==> src/tcc_ram.sv <==
// Generic single-write, single-read RAM with registered read data.
// No dependencies.
module tcc_ram #(
  parameter int unsigned WIDTH = 8,
  parameter int unsigned DEPTH = 16
) (
  input  logic                     clk,
  input  logic                     wr_en,
  input  logic [$clog2(DEPTH)-1:0] wr_addr,
  input  logic [WIDTH-1:0]         wr_data,
  input  logic [$clog2(DEPTH)-1:0] rd_addr,
  output logic [WIDTH-1:0]         rd_data
);

  logic [WIDTH-1:0] mem [DEPTH];
  logic [WIDTH-1:0] rd_data_r;

  // write port
  always_ff @(posedge clk) begin
    if (wr_en) begin
      mem[wr_addr] <= wr_data;
    end
  end

  // read port, old data on a same-cycle write
  always_ff @(posedge clk) begin
    rd_data_r <= mem[rd_addr];
  end

  assign rd_data = rd_data_r;

endmodule

==> config.mk <==
export PLATFORM = sky130hd
export DESIGN_NAME = tcc_ram
export DESIGN_NICKNAME = d
export VERILOG_FILES = /design/src/tcc_ram.sv
export SDC_FILE = /design/constraint.sdc
export NUM_CORES = 1
export LEC_CHECK = 0
export ABC_CLOCK_PERIOD_IN_PS = 3200
export CAP_MARGIN = 25
export CORE_MARGIN = 2
export CORE_UTILIZATION = 35
export DETAILED_ROUTE_END_ITERATION = 10
export DONT_BUFFER_PORTS = 1
export GPL_ROUTABILITY_DRIVEN = 1
export PLACE_DENSITY = 0.55
export SETUP_SLACK_MARGIN = 0.3
export SLEW_MARGIN = 20
export SYNTH_ARGS = -nofsm -noshare
export SYNTH_HDL_FRONTEND = slang
export SYNTH_SLANG_ARGS = --single-unit
==> constraint.sdc <==
create_clock -name clk -period 3.2 [get_ports clk]
set_clock_uncertainty 0.1 [all_clocks]
set_input_delay 0.16 -clock clk [delete_from_list [all_inputs] [get_ports clk]]
set_output_delay 0.16 -clock clk [all_outputs]
set_load 0.01 [all_outputs]
### Word level (Yosys, flattened, before mapping)

Memories as Yosys holds them, arrays and structs flattened. A register that Yosys moved wholly into a read port is not among the register bits.
Cells that the tools add are included.
Widths: inputs -> output; s select.

| operators by class | value |
|---|---|
| multiplexer cells | 2 |

Operators by type and width:

| cell | number |
|---|---|
| $mux 1 | 2 |

| word-level totals | value |
|---|---|
| register bits | 0 |
| bits in writable memories | 128 |
| bits of input ports | 18 |
| output and inout bits | 8 |
| logic and storage cells | 3 |
| memories kept | 1 |

Memory list:

| memory | depth | bits a word | read ports | clocked after Yosys merged registers in | wr ports | RTL line | text |
|---|---|---|---|---|---|---|---|
| mem | 16 | 8 | 1 | 1 | 1 | 15 | `logic [WIDTH-1:0] mem [DEPTH];` |

### Longest topological paths before layout

| logic depth | value |
|---|---|
| depth after elaboration | 2 |
| mapped depth | 5 |
| depth with buffers taken out | 3 |

### Worst setup path before layout

No wires, ideal clock.

| timing path | value |
|---|---|
| path kind | input -> register |
| start point | input wr_addr[2] |
| end point | memory mem[0][0], enable pin |
| setup time | 0.383 ns |
| arrival | 1.270 ns |
| required time | 2.717 ns |
| slack | 1.447 ns |
| stages on the path | 2 |
| buffers on the path | 0 |
| cells stage by stage | or3b_2 > nor3_1 |

RTL lines:

| item | RTL line | text |
|---|---|---|
| start, declared | 9 | `input logic [$clog2(DEPTH)-1:0] wr_addr,` |
| end, declared | 15 |  |

Straight into the memory's write port.

==> impl_metrics.json <==
{
  "status": "finished clean",
  "antenna_found_initial": 0,
  "die_w_um": 125,
  "switchingPower_mw": 0.772,
  "ys_seq_elements": 136,
  "synth_top_family_by_area": "multiplexers",
  "synth_warnings": 0,
  "netlist_instances": 229,
  "coreArea_um2": 14400,
  "finalHoldViolations": 0,
  "fillers": 1276,
  "synth_edf_count": 128,
  "start_kind": "register",
  "cts_max_path_buffers": 2,
  "setup_viol": 0,
  "clock-root-buffer": "clkbuf_16",
  "hold_class": "in -> reg",
  "synthesis.nets": 247,
  "yosys.area_share.simple_pct": 3.18,
  "nets": 269,
  "relSlewSlack_pct": 43.0,
  "route.vias.total": 2366,
  "setup_tns_ps": 0,
  "switching_share_pct": 19.1,
  "period_share_pct": 46.7,
  "syn2layout_area_growth_pct": 16.1,
  "p_int_mw": 3.26,
  "post_cts_resize_count": 0,
  "tightest_slew_ps": 852,
  "synth_area_leaders": "edfxtp_1, mux4_2, mux4_1, dfxtp_1, a22oi_1",
  "synth_fa_ha_area_share_pct": 0,
  "antenna_left": 0,
  "grt_first_pass_wirelength_um": 15600,
  "grt_overflow": 0,
  "cts_buffers": 17,
  "n_antenna_cell": 0,
  "async_flop_share_pct": 0,
  "post_cts_buffers": 0,
  "p_total_mw": 4.03,
  "rsz0062_at_grt": "no",
  "clkTransAtPathRegs_ps": 60,
  "p_leak_nw": 1.92,
  "vias_per_cell": 5.29,
  "postCtsHoldBufs": 9,
  "p_comb_share_pct": 3.6,
  "tritoncts": "built",
  "drt-total-wl_um": 10500,
  "slew_violations": 0,
  "post-route-min-period_ps": 1490,
  "critPathCaptureType": "register",
  "grt.total_usage_pct": 14.1,
  "muxShareOfSynthArea_pct": 15.0,
  "crit_required_ps": 3370,
  "post-place-cells": 407,
  "fin_cells": 447,
  "yosysTopAreaCell": "edfxtp_1",
  "drc_errors": 0,
  "synth_most_common_cell": "edfxtp_1",
  "io_buffers": 0,
  "grt_max_degree": 33,
  "path_class": "reg -> reg",
  "ys_types": 19,
  "yosysTopAreaCellShare_pct": 74.7,
  "hpwl_um": 6170,
  "seq_power_share_pct": 49.9,
  "powerDensity_nw_per_um2": 674,
  "drt_iter0_drc": 225,
  "layout-drive-gt1-share_pct": 17.9,
  "dpl_worst_slack_ps": 1410,
  "place.gp.congestion": 0.727,
  "cp_max_fo": 1,
  "grt_pass1_vias": 2381,
  "avgSynthCellArea_um2": 22.5,
  "cts_max_level": 4,
  "die-area_um2": 15700,
  "wire_per_inst_um": 23.6,
  "fmax_ghz": 0.670,
  "setup_ws_ps": 1710,
  "synth_compound_area_share_pct": 2.33,
  "ir_worst_vdd_mv": 0.363,
  "clk_latency_ps": 420,
  "die_h_um": 125,
  "drt-pass1-iter-count": 7,
  "maxCapViolCount": 0,
  "synth_xor_area_share_pct": 0,
  "clkSinkCount": 136,
  "syn_area_um2": 5150,
  "start_util_pct": 35.7,
  "crit_arrival_ps": 1670,
  "ys_top_cells_by_count": "edfxtp_1, mux4_2, a22oi_1, mux4_1, nor2_1",
  "rows": 44,
  "synth-seq-area-share_pct": 77.8,
  "clkPwrFrac_pct": 46.5,
  "synth_flop_cell": "edfxtp_1",
  "ioPinCount": 26
}
power by group through the flow:
stage	logic, mW	clock network [mW]	registers, mW
global placement	0.110	0	2.05
detailed placement	0.111	0	2.05
finish	0.146	1.87	2.01
global route	0.157	1.99	2.02
CTS	0.148	1.90	2.01
floorplan	0.101	0	2.04
final timing paths:
check        startpoint    endpoint  slack [ps]  depth (start not counted)
min reg2reg   mem[3][5]  rd_data[5]         590                          3
max           mem[9][4]  rd_data[4]        1710                          3
max reg2reg   mem[9][4]  rd_data[4]        1710                          3
min          rd_addr[1]  rd_data[3]          10                          3
cell type report:
cell class	instances	area (um2)	share of cell area [%]
Timing Repair Buffer	13	120	2.01
Multi-Input combinational cell	83	1060	17.7
Sequential cell	136	4000	67.0
Tap cell	184	230	3.85
Clock inverter	12	134	2.24
Clock buffer	19	433	7.24
state kept, by name, summed over array words and instances, names as in the netlist:
register,flops
rd_data,8
mem,128
logic make-up after synthesis:
kind of cell | after synthesis
AO/OA/AOI/OAI | 16
multiplexers | 32
flip-flops | 136
AND/OR/NAND/NOR | 35
buffers and inverters | 10
worst max-delay path: stages (launching register included):
cell and delay [ps]:
edfxtp_1 360, mux4_1 500, a22oi_1 240, nand2_1 150
stage by stage:
step	hold slack, ps	instance area [um2]	util, %
final	11.0	5980	41.4
after global routing	13.9	5980	41.4
after CTS	0.299	5980	41.4
after detailed placement	160	5320	36.9
after global placement	160	5320	36.9
after floorplan	159	5150	-
per-layer routing:
layer | vias up | GRT usage, % | part of all wire, %
li1 | 1019 | - | -
met1 | 1261 | 20.5 | 47
met3 | 10 | 4.19 | 4.9
met2 | 76 | 20.1 | 47
met4 | 0 | 5.49 | 1.1
met5 | - | 0 | 0
cells in the final DEF (no fill, tap or decap):
cell type / synthesis / layout
edfxtp_1: 128 / 128
mux4_2: 18 / 18
clkbuf_16: 0 / 17
a22oi_1: 16 / 16
mux4_1: 14 / 14
nor2_1: 13 / 13
nand2_1: 9 / 9
dlygate4sd3_1: 0 / 9
dfxtp_1: 8 / 8
clkinv_1: 0 / 5
nor3_1: 4 / 4
buf_4: 1 / 4
bufinv_16: 0 / 3
nand3b_1: 2 / 2
nand2b_1: 2 / 2
clkbuf_1: 0 / 2
clkinvlp_4: 0 / 2
clkinv_2: 0 / 2
nor2b_1: 1 / 1
and2_1: 1 / 1
and2b_1: 1 / 1
nand3_1: 1 / 1
or3b_2: 1 / 1
No activity file was read; power rests on OpenSTA's default activity.
